==> src/rtl/core/shl_pkg.sv <==
package shl_pkg;

    localparam int MaxSegmentsDefault = 64;

    localparam int CoordW  = 16;
    localparam int HeightW = 24;
    localparam int NumW    = 43;   // (y1*dx + dy*off) * 256
    localparam int DivW    = 17;   // dx range 0..65535

    typedef enum logic [1:0] {
        REQ_LOAD  = 2'd0,
        REQ_QUERY = 2'd1,
        REQ_CLEAR = 2'd2,
        REQ_NONE  = 2'd3
    } req_t;

    typedef enum logic [2:0] {
        ST_MISS    = 3'd0,
        ST_HIT     = 3'd1,
        ST_STORED  = 3'd2,
        ST_FULL    = 3'd3,
        ST_CLEARED = 3'd4
    } status_t;

    typedef struct packed {
        logic [1:0]         req_type;
        logic signed [15:0] seg_left_x;
        logic signed [15:0] seg_left_y;
        logic signed [15:0] seg_right_x;
        logic signed [15:0] seg_right_y;
        logic signed [15:0] query_x;
    } in_word_t;

    typedef struct packed {
        logic [2:0]         status;
        logic signed [23:0] height_y;
    } out_word_t;

    typedef struct packed {
        logic signed [15:0] lx;
        logic signed [15:0] ly;
        logic signed [15:0] rx;
        logic signed [15:0] ry;
    } seg_t;

    // query token handed from cell to cell
    typedef struct packed {
        logic               active;
        logic               found;
        logic signed [15:0] qx;
        seg_t               seg;
    } lane_t;

    typedef struct packed {
        logic   wr_en;
        seg_t   seg;
    } cell_wr_t;

endpackage

==> src/rtl/core/shl_cell.sv <==
module shl_cell
    import shl_pkg::*;
#(
    parameter int IDX = 0,
    parameter int CW  = 7,
    parameter int IW  = 6
)
(
    input  logic          clk,
    input  logic          rst_n,
    input  cell_wr_t      wr,
    input  logic [IW-1:0] wr_idx,
    input  logic [CW-1:0] count,
    input  lane_t         lane_in,
    output lane_t         lane_out
);

    seg_t  seg_reg;
    lane_t lane_reg;
    lane_t lane_next;
    logic  active_reg;
    logic  valid;

    assign valid = CW'(IDX) < count;

    // hold this cell's segment
    always_ff @(posedge clk)
    begin
        if (wr.wr_en && (wr_idx == IW'(IDX)))
        begin
            seg_reg <= wr.seg;
        end
    end

    // take over the token when this later segment holds x
    always_comb
    begin
        lane_next = lane_in;
        if (lane_in.active && valid && (lane_in.qx >= seg_reg.lx)
            && (lane_in.qx <= seg_reg.rx))
        begin
            lane_next.found = 1'b1;
            lane_next.seg   = seg_reg;
        end
    end

    always_ff @(posedge clk or negedge rst_n)
    begin
        if (!rst_n)
        begin
            active_reg <= 1'b0;
        end
        else
        begin
            active_reg <= lane_next.active;
        end
    end

    always_ff @(posedge clk)
    begin
        lane_reg <= lane_next;
    end

    always_comb
    begin
        lane_out        = lane_reg;
        lane_out.active = active_reg;
    end

endmodule

==> config.mk <==
export PLATFORM = sky130hd
export DESIGN_NAME = shl_cell
export DESIGN_NICKNAME = d
export VERILOG_FILES = /design/src/rtl/core/shl_pkg.sv /design/src/rtl/core/shl_cell.sv
export SDC_FILE = /design/constraint.sdc
export NUM_CORES = 1
export LEC_CHECK = 0
export BUFFER_PORTS_ARGS = -buffer_cell sky130_fd_sc_hd__clkbuf_2
export CAP_MARGIN = 20
export CORE_MARGIN = 2
export CORE_UTILIZATION = 39
export CTS_CLUSTER_DIAMETER = 200
export DETAILED_ROUTE_END_ITERATION = 6
export GPL_TIMING_DRIVEN = 0
export PLACE_DENSITY = 0.69
export SLEW_MARGIN = 20
export SYNTH_ARGS = -nofsm -noshare
export SYNTH_HDL_FRONTEND = slang
export SYNTH_SLANG_ARGS = --single-unit
export TNS_END_PERCENT = 50
==> constraint.sdc <==
create_clock -name clk -period 3.26 [get_ports clk]
set_input_delay 0.652 -clock clk [delete_from_list [all_inputs] [get_ports clk]]
set_output_delay 0.652 -clock clk [all_outputs]
set_load 0.02 [all_outputs]
After elaboration in Yosys (flattened, before gate mapping) --
Cells that the tools add are included.
Operators by class: reduce and logical (&&, ||, !) cells 5, order comparisons 3, multiplexer cells 1
Operator list (number):
- two-way mux 64 bit | 1
- greater-or-equal comparator 16 bit | 1
- less-or-equal comparator 16 bit | 1
- < comparator 1 x 7 -> 1 bit (first input constant) | 1
- logical NOT 6 bit | 1
- logical AND 1 bit | 4
Word-level totals: input bits 162, register bits 146, output and inout bits 82, word-level logic and storage cells 20

Logic depth before layout (Yosys ltp) --
depth after elaboration 5, depth in mapped cells 10, gate-level depth less buffers 8

Least setup slack after synthesis --
OpenSTA, ideal clock, no wires.
path kind input port to flip-flop, from input port wr_idx[2], to register seg_reg[0] in the netlist's numbering, enable pin, stages 2, required time 2609 ps, path slack -4776 ps, arrival 7385 ps, setup time 651 ps, cell sequence or4b_2 nor4_1
Between the ends: longest elaborated chain between the ends 2
Ends and longest elaborated chain:
- start: declaration | line shl_cell.sv:12 | input logic [IW-1:0] wr_idx,
- logical NOT 6 bit | line shl_cell.sv:29 | if (wr.wr_en && (wr_idx == IW'(IDX)))
- logical AND 1 bit | line shl_cell.sv:29
- end signal: assignment | line shl_cell.sv:31 | seg_reg <= wr.seg;
- end: declaration | line shl_cell.sv:18 | seg_t seg_reg;
No other way between the ends. A chain may end at the register's enable or synchronous reset.

==> flow_metrics.py <==
metrics = {
    "pwr": {
        "p_sw_uw": 978,
        "sw_frac_of_total_pct": 22.7,
        "finalPower_uw": 4310,
        "clkPwrFrac_pct": 43.3,
        "internal-power_uw": 3340,
        "power.density_mw_per_mm2": 571,
        "p_leak_uw": 0.00358,
        "sequentialPowerShare_pct": 46.5,
        "ir_worst_vdd_mv": 0.398,
        "pwr-share-comb_pct": 10.2,
    },
    "logic_synthesis": {
        "synth_edf_count": 64,
        "async_reset_ff_share_pct": 0.685,
        "ys_ff_latch": 146,
        "synth_most_common_cell": "dfxtp_1",
        "syn_nets": 534,
        "yosysSeqAreaShare_pct": 65.1,
        "netlist-cell-type-count": 33,
        "syn_area_mm2": 0.00548,
        "synth_ff_type": "dfxtp_1",
        "synth.largest_area_cell": "edfxtp_1",
        "synth_common_cells": "81 x dfxtp_1, 64 x edfxtp_1, 49 x mux2_4",
        "synth_cells": 340,
        "synth.avg_cell_area_um2": 16.1,
        "synth.top_cell.area_share_pct": 35.1,
        "yosys_warnings": 0,
        "synth.top_cells.by_area": "edfxtp_1 35%, dfxtp_1 30%, mux2_4 13%",
    },
    "clock_tree": {
        "insertion_delay_ns": 0.41,
        "cts_tree": "done",
        "root_buffer": "clkbuf_16",
        "cts_resized": 0,
        "postCtsSetupBuffers": 0,
        "cts_max_level": 4,
        "clk_path_buf_depth": 2,
        "cts_inserted_buffers": 17,
        "clkSinkCount": 146,
        "cts.clk_slew.worst_paths_ns": 0.06,
        "postCtsHoldBufs": 1,
    },
    "drt": {
        "drc_errors": 0,
        "drt-initial-drc-count": 86,
        "dr.pass1.iters": 4,
        "wl_mm": 12.4,
        "routedWlPerCell_um": 15.5,
        "avgViaCountPerCell": 4.47,
        "vias": 3581,
        "ant_nets": 0,
    },
    "critical_path": {
        "cp.arrival_ns": 3.06,
        "worstSetupPathType": "reg2reg",
        "cp-end-kind": "flop",
        "worstPathMaxFanout": 10,
        "worstSetupStartpointType": "flop",
        "required_ns": 3.55,
    },
    "sta": {
        "setup_viol": 0,
        "fin_skew_ns": 0.00732,
        "final.period_utilization_pct": 84.8,
        "period_needed_ns": 2.76,
        "timing.hold.ws_ns": 0.373,
        "rsz0062_at_grt": "false",
        "maxSlewViolCount": 0,
        "worstMarginPinSlew_ns": 0.772,
        "fmax_mhz": 362,
        "hold_viol": 0,
        "slew_headroom_pct": 48.1,
    },
    "hold_path": {
        "hold_path.class": "in2reg",
    },
    "global_routing": {
        "antenna_found_initial": 0,
        "grt_pass1_vias": 3872,
        "overflow": 0,
        "grt_pass1_wl_mm": 18.7,
        "grt.total_usage_pct": 16.8,
        "grt_max_degree": 17,
    },
    "final_layout": {
        "register_area_mm2": 0.00357,
        "multi_input_area_mm2": 0.00166,
        "num_antenna_cells": 0,
        "nFillCells": 1184,
        "drive_gt1_share_pct": 57.0,
        "largest_reg_flops": 81,
        "area_growth_pct": 38.0,
        "nets": 802,
    },
    "die": {
        "ios": 244,
        "num_rows": 43,
        "dieArea_mm2": 0.0150,
        "core_mm2": 0.0138,
        "die_height_um": 123,
        "chipWidth_um": 123,
        "initial_core_util_pct": 39.6,
    },
    "placed_design": {
        "routabilityCongestion": 0.750,
        "port_buffers": 243,
        "dp_hpwl_mm": 9.89,
    },
    "outcome": {
        "run_status": "complete, no violations",
    },
    "flow_run": {
        "cap_violations": 0,
    },
}
==> final timing paths <==
| check | end | slack, ns | cells past startpoint | from |
|---|---|---|---|---|
| min in group asynchronous | active_reg | 0.56 | 2 | rst_n |
| max in group asynchronous | active_reg | 2.62 | 2 | rst_n |
| worst max register to register | lane_out[22] | 0.50 | 10 | seg_reg[50] |
| worst max-delay path | lane_out[22] | 0.50 | 10 | seg_reg[50] |
| worst min register to register | lane_out[7] | 0.47 | 1 | seg_reg[7] |
| worst min-delay path | lane_out[64] | 0.37 | 1 | lane_in[64] |
==> cell families (layout without fill, tap and decap cells) <==
group,count (synthesis),in the layout,share of synthesized area [%]
AOI/OAI and AO/OA,25,25,3.06
adders and majority gates,32,32,7.31
buffers and inverters,43,324,4.86
DFF,146,146,65.1
muxes,64,64,16.5
and+or+nand+nor,30,30,3.13
==> cell type report <==
cell class	instances	share of cell area [%]
Sequential cell	146	47.2
Multi-Input combinational cell	151	22.0
Timing Repair Buffer	249	16.8
Clock buffer	19	5.73
Tap cell	180	2.98
Clock inverter	13	1.79
Buffer	8	1.79
Inverter	35	1.74
==> layer usage <==
metal / global-route usage (%) / vias to the layer above / routed length, µm / part of all wire (%)
met5: 0 / - / 0 / 0
met4: 6.11 / 0 / 213 / 1.7
met3: 6.83 / 16 / 980 / 7.9
met2: 28.9 / 155 / 6350 / 51
met1: 18.6 / 1650 / 4850 / 39
li1: - / 1760 / - / -
==> cells in the final DEF, fill, tap and decap left out, drive strengths merged, types with 3 or more instances in the layout <==
| master | Yosys | layout |
|---|---|---|
| clkinvlp | 0 | 3 |
| buf | 8 | 13 |
| ha | 32 | 32 |
| dfxtp | 81 | 81 |
| edfxtp | 64 | 64 |
| a21oi | 11 | 11 |
| clkbuf | 0 | 262 |
| mux2 | 64 | 64 |
| clkinv | 0 | 5 |
| nand2 | 9 | 9 |
| nor2 | 4 | 4 |
| nand4 | 6 | 6 |
| o21ai | 3 | 3 |
| inv | 35 | 38 |
==> power by group through the flow <==
stage          logic, µW  clock network, µW  registers [µW]
2_1_floorplan        155                  0            2130
3_3_place_gp         436                  0            2040
3_5_place_dp         446                  0            2040
4_1_cts              449               1910            2010
5_1_grt              479               1980            2010
6_report             442               1870            2010
==> worst max-delay path: stages, from the launching register on <==
cell      delay [ns]
edfxtp_1        0.38
inv_1           0.07
ha_1            0.23
and3_4          0.19
a221o_1         0.39
a221oi_2        0.31
a21oi_1         0.10
and4bb_4        0.33
buf_12          0.16
buf_12          0.16
mux2_4          0.31
==> through the flow <==
step | area [µm²] | util, % | std cells | setup slack (ns) | setup TNS [ns]
6_report | 7560 | 54.7 | 801 | 0.496 | 0
5_1_grt | 7560 | 54.7 | 801 | 0.255 | 0
4_1_cts | 7560 | 54.7 | 801 | 0.451 | 0
3_5_place_dp | 6980 | 50.5 | 768 | 0.0840 | 0
3_3_place_gp | 6940 | 50.2 | 763 | -1.49 | -94.67
2_1_floorplan | 5500 | - | 340 | -0.475 | -30.39
(Power assumes the default switching activity.)
