===== config.mk =====
export PLATFORM = sky130hd
export DESIGN_NAME = shl_div
export DESIGN_NICKNAME = d
export VERILOG_FILES = /design/src/rtl/core/shl_pkg.sv /design/src/rtl/core/shl_div.sv
export SDC_FILE = /design/constraint.sdc
export NUM_CORES = 1
export LEC_CHECK = 0
export BUFFER_PORTS_ARGS = -buffer_cell sky130_fd_sc_hd__buf_2
export CORE_UTILIZATION = 54
export DETAILED_ROUTE_END_ITERATION = 10
export HOLD_SLACK_MARGIN = 0.03
export MAX_ROUTING_LAYER = met4
export PLACE_DENSITY_LB_ADDON = 0.08
export SLEW_MARGIN = 20
export SYNTH_ARGS = -nofsm -noshare
export SYNTH_HDL_FRONTEND = slang
export SYNTH_SLANG_ARGS = --single-unit

===== constraint.sdc =====
create_clock -name clk -period 3.4 [get_ports clk]
set_input_delay 0.68 -clock clk [delete_from_list [all_inputs] [get_ports clk]]
set_output_delay 0.68 -clock clk [all_outputs]
set_load 0.03 [all_outputs]

===== src/rtl/core/shl_pkg.sv =====
package shl_pkg;

    localparam int MaxSegmentsDefault = 64;

    localparam int CoordW  = 16;
    localparam int HeightW = 24;
    localparam int NumW    = 43;   // (y1*dx + dy*off) * 256
    localparam int DivW    = 17;   // dx range 0..65535

    typedef enum logic [1:0] {
        REQ_LOAD  = 2'd0,
        REQ_QUERY = 2'd1,
        REQ_CLEAR = 2'd2,
        REQ_NONE  = 2'd3
    } req_t;

    typedef enum logic [2:0] {
        ST_MISS    = 3'd0,
        ST_HIT     = 3'd1,
        ST_STORED  = 3'd2,
        ST_FULL    = 3'd3,
        ST_CLEARED = 3'd4
    } status_t;

    typedef struct packed {
        logic [1:0]         req_type;
        logic signed [15:0] seg_left_x;
        logic signed [15:0] seg_left_y;
        logic signed [15:0] seg_right_x;
        logic signed [15:0] seg_right_y;
        logic signed [15:0] query_x;
    } in_word_t;

    typedef struct packed {
        logic [2:0]         status;
        logic signed [23:0] height_y;
    } out_word_t;

    typedef struct packed {
        logic signed [15:0] lx;
        logic signed [15:0] ly;
        logic signed [15:0] rx;
        logic signed [15:0] ry;
    } seg_t;

    // query token handed from cell to cell
    typedef struct packed {
        logic               active;
        logic               found;
        logic signed [15:0] qx;
        seg_t               seg;
    } lane_t;

    typedef struct packed {
        logic   wr_en;
        seg_t   seg;
    } cell_wr_t;

endpackage


===== src/rtl/core/shl_div.sv =====
module shl_div
    import shl_pkg::*;
(
    input  logic            clk,
    input  logic            rst_n,
    input  logic            start,
    input  logic [NumW-1:0] dividend,
    input  logic [DivW-1:0] divisor,
    output logic            done,
    output logic [NumW-1:0] quotient
);

    localparam int CntW = $clog2(NumW + 1);

    logic [NumW-1:0] quo_reg;
    logic [DivW-1:0] rem_reg;
    logic [DivW-1:0] dvs_reg;
    logic [CntW-1:0] cnt_reg;
    logic            busy_reg;
    logic            done_reg;
    logic [DivW:0]   rem_shift;
    logic [DivW:0]   rem_diff;

    // one restoring step per cycle, quotient bits shift in at the bottom
    assign rem_shift = {rem_reg, quo_reg[NumW-1]};
    assign rem_diff  = rem_shift - {1'b0, dvs_reg};

    always_ff @(posedge clk or negedge rst_n)
    begin
        if (!rst_n)
        begin
            busy_reg <= 1'b0;
            done_reg <= 1'b0;
            cnt_reg  <= '0;
        end
        else
        begin
            done_reg <= 1'b0;
            if (start)
            begin
                busy_reg <= 1'b1;
                cnt_reg  <= CntW'(NumW);
            end
            else if (busy_reg)
            begin
                cnt_reg <= cnt_reg - 1'b1;
                if (cnt_reg == CntW'(1))
                begin
                    busy_reg <= 1'b0;
                    done_reg <= 1'b1;
                end
            end
        end
    end

    always_ff @(posedge clk)
    begin
        if (start)
        begin
            quo_reg <= dividend;
            rem_reg <= '0;
            dvs_reg <= divisor;
        end
        else if (busy_reg)
        begin
            if (!rem_diff[DivW])
            begin
                rem_reg <= rem_diff[DivW-1:0];
                quo_reg <= {quo_reg[NumW-2:0], 1'b1};
            end
            else
            begin
                rem_reg <= rem_shift[DivW-1:0];
                quo_reg <= {quo_reg[NumW-2:0], 1'b0};
            end
        end
    end

    assign done     = done_reg;
    assign quotient = quo_reg;

endmodule


======== Word level (Yosys, flattened, before mapping) ========
Index checks and enable logic that the tools add are counted.
storage, ports and cells
  output and inout bits ................... 44
  bits in registers ....................... 85
  word-level logic and storage cells ...... 22
  input port bits ......................... 63
cells by class
  mux-type cells .......................... 12
  equal/unequal tests ..................... 1
  reduce and logical (&&, ||, !) cells .... 1
  $add $sub $neg .......................... 2
operators with widths
  kind                   number
  $mux W43               2
  $sub A18 B17 Y18       1
  $mux W17               1
  $mux W6                2
  $mux W1                7
  $eq A6 B1 Y1 const B   1
  $sub A6 B1 Y6 const B  1
  $reduce_bool A2 Y1     1

======== Depth between registers and ports, before layout ========
  depth in word-level cells ............... 4
  depth in mapped cells ................... 11
  gate-level depth less buffers ........... 10

======== Least setup slack after synthesis ========
Ideal clock, no wire load.
  path type ............................... register -> register
  from .................................... register quo_reg[42], in the netlist quotient[42]
  to ...................................... register rem_reg[16]
  cell stages (with the launch flop) ...... 11
  path buffers ............................ 0
  arrival time ............................ 2500 ps
  slack ................................... 805 ps
  period minus slack after synthesis ...... 2595 ps
  library setup time ...................... 95 ps
  required time ........................... 3305 ps
  path through ............................ edfxtp_1 inv_1 ha_1 fa_1 nor2b_4 o31a_1 o21ai_2 a31oi_1 or4b_1 a311o_1 o311ai_1
between the ends
  cells in the longest elaborated chain, start to end .. 2
RTL lines
  item                      RTL line       RTL
  start: declaration        shl_div.sv:15  logic [NumW-1:0] quo_reg;
  start signal: assignment  shl_div.sv:60  quo_reg <= dividend;
  start signal: assignment  shl_div.sv:69  quo_reg <= {quo_reg[NumW-2:0], 1'b1};
  start signal: assignment  shl_div.sv:74  quo_reg <= {quo_reg[NumW-2:0], 1'b0};
  $sub A18 B17 Y18          shl_div.sv:26  assign rem_diff = rem_shift - {1'b0, dvs_reg};
  $mux W17                  shl_div.sv:66  if (!rem_diff[DivW])
  end signal: assignment    shl_div.sv:68  rem_reg <= rem_diff[DivW-1:0];
  end signal: assignment    shl_div.sv:73  rem_reg <= rem_shift[DivW-1:0];
  end: declaration          shl_div.sv:16  logic [DivW-1:0] rem_reg;
No other way between the ends.
A chain may end at the register's enable or synchronous reset.

======== Worst setup path in the final report ========
Same ends and word-level chain as after synthesis.

==> run metrics <==
first-pass GRT wire length=14200 um; Final setup viols=0; Max Slew Vio Count=0; final wirelength=8860 um; die area=8740 um^2; cells after synthesis=377; total grt overflow=0; area grow syn2layout=17.6%; Worst-Skew Late Latency=0.36 ns; Ys Warns=0; Setup Buffers After CTS=0; crit path launch type=flip-flop; Leakage=2.38 nW; Ports=107; VDD IR-drop max=0.274 mV; placeable core area=8180 um^2; Power Density=659 nW/um^2; Worst Tran Pin Value=0.588 ns; port bufs=106; met3 WL=441 um; syn avg cell area=12.0 um^2; synth unique cells=60; CTS tree=built; Worst Path Class, Setup=reg2reg; CP endpoint kind=flip-flop; crit path max fanout=4; max FFs per register=43; initial antenna violation count=0; Clock Skews=0.0118 ns; Clock transition at path regs=0.09 ns; met1 WL=4010 um; total negative setup slack=0 ns; outcome=completed; DR top layer=met4; FMAX=367 MHz; # DRC=0; slew margin rel.=0.603; clock root cell=clkbuf_8; largest net degree at the start of global routing=47; first-pass iteration count of the detailed router=6; final instance area=5320 um^2; vias post-DR=3272; HP Class=in2async; RD Place Congestion=0.875; reg2reg start=quotient[42]$_DFFE_PP_; die width=93.5 um; Max Root-Sink Buffers=2; Seq/Total Area, Yosys=0.518; Routed Antenna Nets=0; hpwl dp=6320 um; Mapped Area=4520 um^2; Post-CTS Resized=0; Num CTS Buffers=9; Diodes inserted=0; Filler cells=668; Layout Nets=562; CTS Sinks=85; Met2 Wirelength=4270 um; DIE HEIGHT=93.5 um; hold_buf cts=0; CP Launch Point=quotient[42]$_DFFE_PP_; vias in the first global route=3084; DR WL/cell=15.0 um; crit share post-route=0.802; Tmin final=2.73 ns; WP data arrival=2.99 ns; DRT iter0 DRCs=121; Hold WS=0.146 ns; Seq cells post-synth=85; Mapped Nets=460; total power=3.50 mW; RSZ-0062 raised after global routing=false; via/cell ratio=5.56; worst endpoint required time=3.67 ns; top_reg_cell synth=edfxtp_1; Rows=33; overall routing resource usage=0.217; Initial Util=0.553; Post-DP Area=5120 um^2; ys async rst share=0.0941; H-tree depth=3; Layout Utilization=0.650; number of synthesized flops with an enable pin=60; max_cap viols=0; endpoints failing hold=0; layout cells sized above 1=0.370
-- power by group --
group	total, mW	internal, mW	switching (mW)	leakage (nW)
clock	0.718	0.307	0.412	0.102
combinational	1.39	0.615	0.778	1.42
sequential	1.39	1.28	0.105	0.852
total	3.50	2.20	1.30	2.38
-- layout make-up --
type                       count  area (um^2)  area share
inverter                      27          101      0.0191
sequential                    85         2340       0.441
clock buffer                  10          138      0.0259
tap                          105          131      0.0247
multi-input combinational    245         1960       0.369
clock inverter                 6         57.6      0.0108
timing repair buffer         111          583       0.110
-- logic make-up (layout without fill, tap and decap cells) --
group	Yosys count	count (layout)	synth area share
XOR/XNOR	13	13	0.0252
buffers and inverters	47	154	0.0482
multiplexers	53	53	0.129
AO/OA/AOI/OAI	81	81	0.135
flip-flops	85	85	0.518
AND/OR/NAND/NOR	78	78	0.0872
adder cells (fa/ha/maj)	20	20	0.0570
-- routing by layer --
layer,global-route usage,vias up
met1,0.264,1555
met5,-,-
met3,0.0585,14
met4,0.0654,0
met2,0.355,91
li1,-,1612
-- placed cells by master, fill, tap and decap left out, types with 2 or more instances in the layout --
| master | count |
|---|---|
| a21o_1 | 5 |
| nor2_1 | 27 |
| or3_1 | 2 |
| o21ai_0 | 13 |
| a211oi_1 | 10 |
| dfxtp_1 | 17 |
| edfxtp_1 | 60 |
| buf_4 | 5 |
| a2111oi_0 | 2 |
| a311oi_1 | 3 |
| nor4_1 | 2 |
| o31ai_1 | 2 |
| inv_6 | 4 |
| o21a_1 | 3 |
| buf_2 | 105 |
| o211a_1 | 2 |
| nand4b_1 | 3 |
| mux2i_1 | 11 |
| o311ai_1 | 3 |
| inv_1 | 27 |
| xor2_1 | 5 |
| o31a_1 | 3 |
| inv_8 | 2 |
| mux2_2 | 42 |
| nor2b_1 | 2 |
| dfrtp_1 | 8 |
| o21bai_1 | 3 |
| a31oi_1 | 4 |
| a21oi_1 | 12 |
| nand4_1 | 3 |
| clkbuf_8 | 10 |
| nand2b_1 | 7 |
| nand2_1 | 15 |
| a211o_1 | 3 |
| nand3_1 | 5 |
| nor3_1 | 3 |
| ha_1 | 19 |
| xnor2_1 | 8 |
-- metrics by stage --
stage	std cells	setup slack [ns]
2_1_floorplan	377	0.805
3_3_place_gp	573	0.814
3_5_place_dp	573	0.675
4_1_cts	589	0.652
5_1_grt	589	0.501
6_report	589	0.675
-- synth_stat cells (all sizes together), types with 5 or more instances --
cell	count	area, um^2
nand2	16	60.1
a21o	5	37.5
nand3	5	25.0
a31oi	5	37.5
dfxtp	17	340
o21ai	14	73.8
a21oi	13	68.8
xor2	5	43.8
ha	19	238
dfrtp	8	200
edfxtp	60	1800
clkbuf	13	48.8
nor2	28	108
mux2i	11	110
buf	7	67.6
xnor2	8	70.1
a211oi	10	75.1
nand2b	7	43.8
inv	27	101
mux2	42	473
-- path summary, 6_finish.rpt --
path | endpoint | slack [ns] | depth (start not counted)
min in group clk | dvs_reg[12]$_DFFE_PP_ | 0.49 | 1
min reg2reg | rem_reg[5]$_SDFFE_PP0P_ | 0.51 | 2
max | rem_reg[16]$_SDFFE_PP0P_ | 0.67 | 10
max in group asynchronous | busy_reg$_DFF_PN0_ | 3.09 | 1
min | done$_DFF_PN0_ | 0.15 | 1
max reg2reg | rem_reg[16]$_SDFFE_PP0P_ | 0.67 | 10
-- worst max-delay path, cell delays in order (launching register included) --
cell and delay, ns:
edfxtp_1 0.42, inv_1 0.09, ha_1 0.22, fa_1 0.27
nor2b_4 0.06, o31a_1 0.28, o21ai_2 0.20, a31oi_1 0.18
or4b_1 0.51, a311o_1 0.34, o311ai_1 0.08
(Power assumes the default switching activity.)
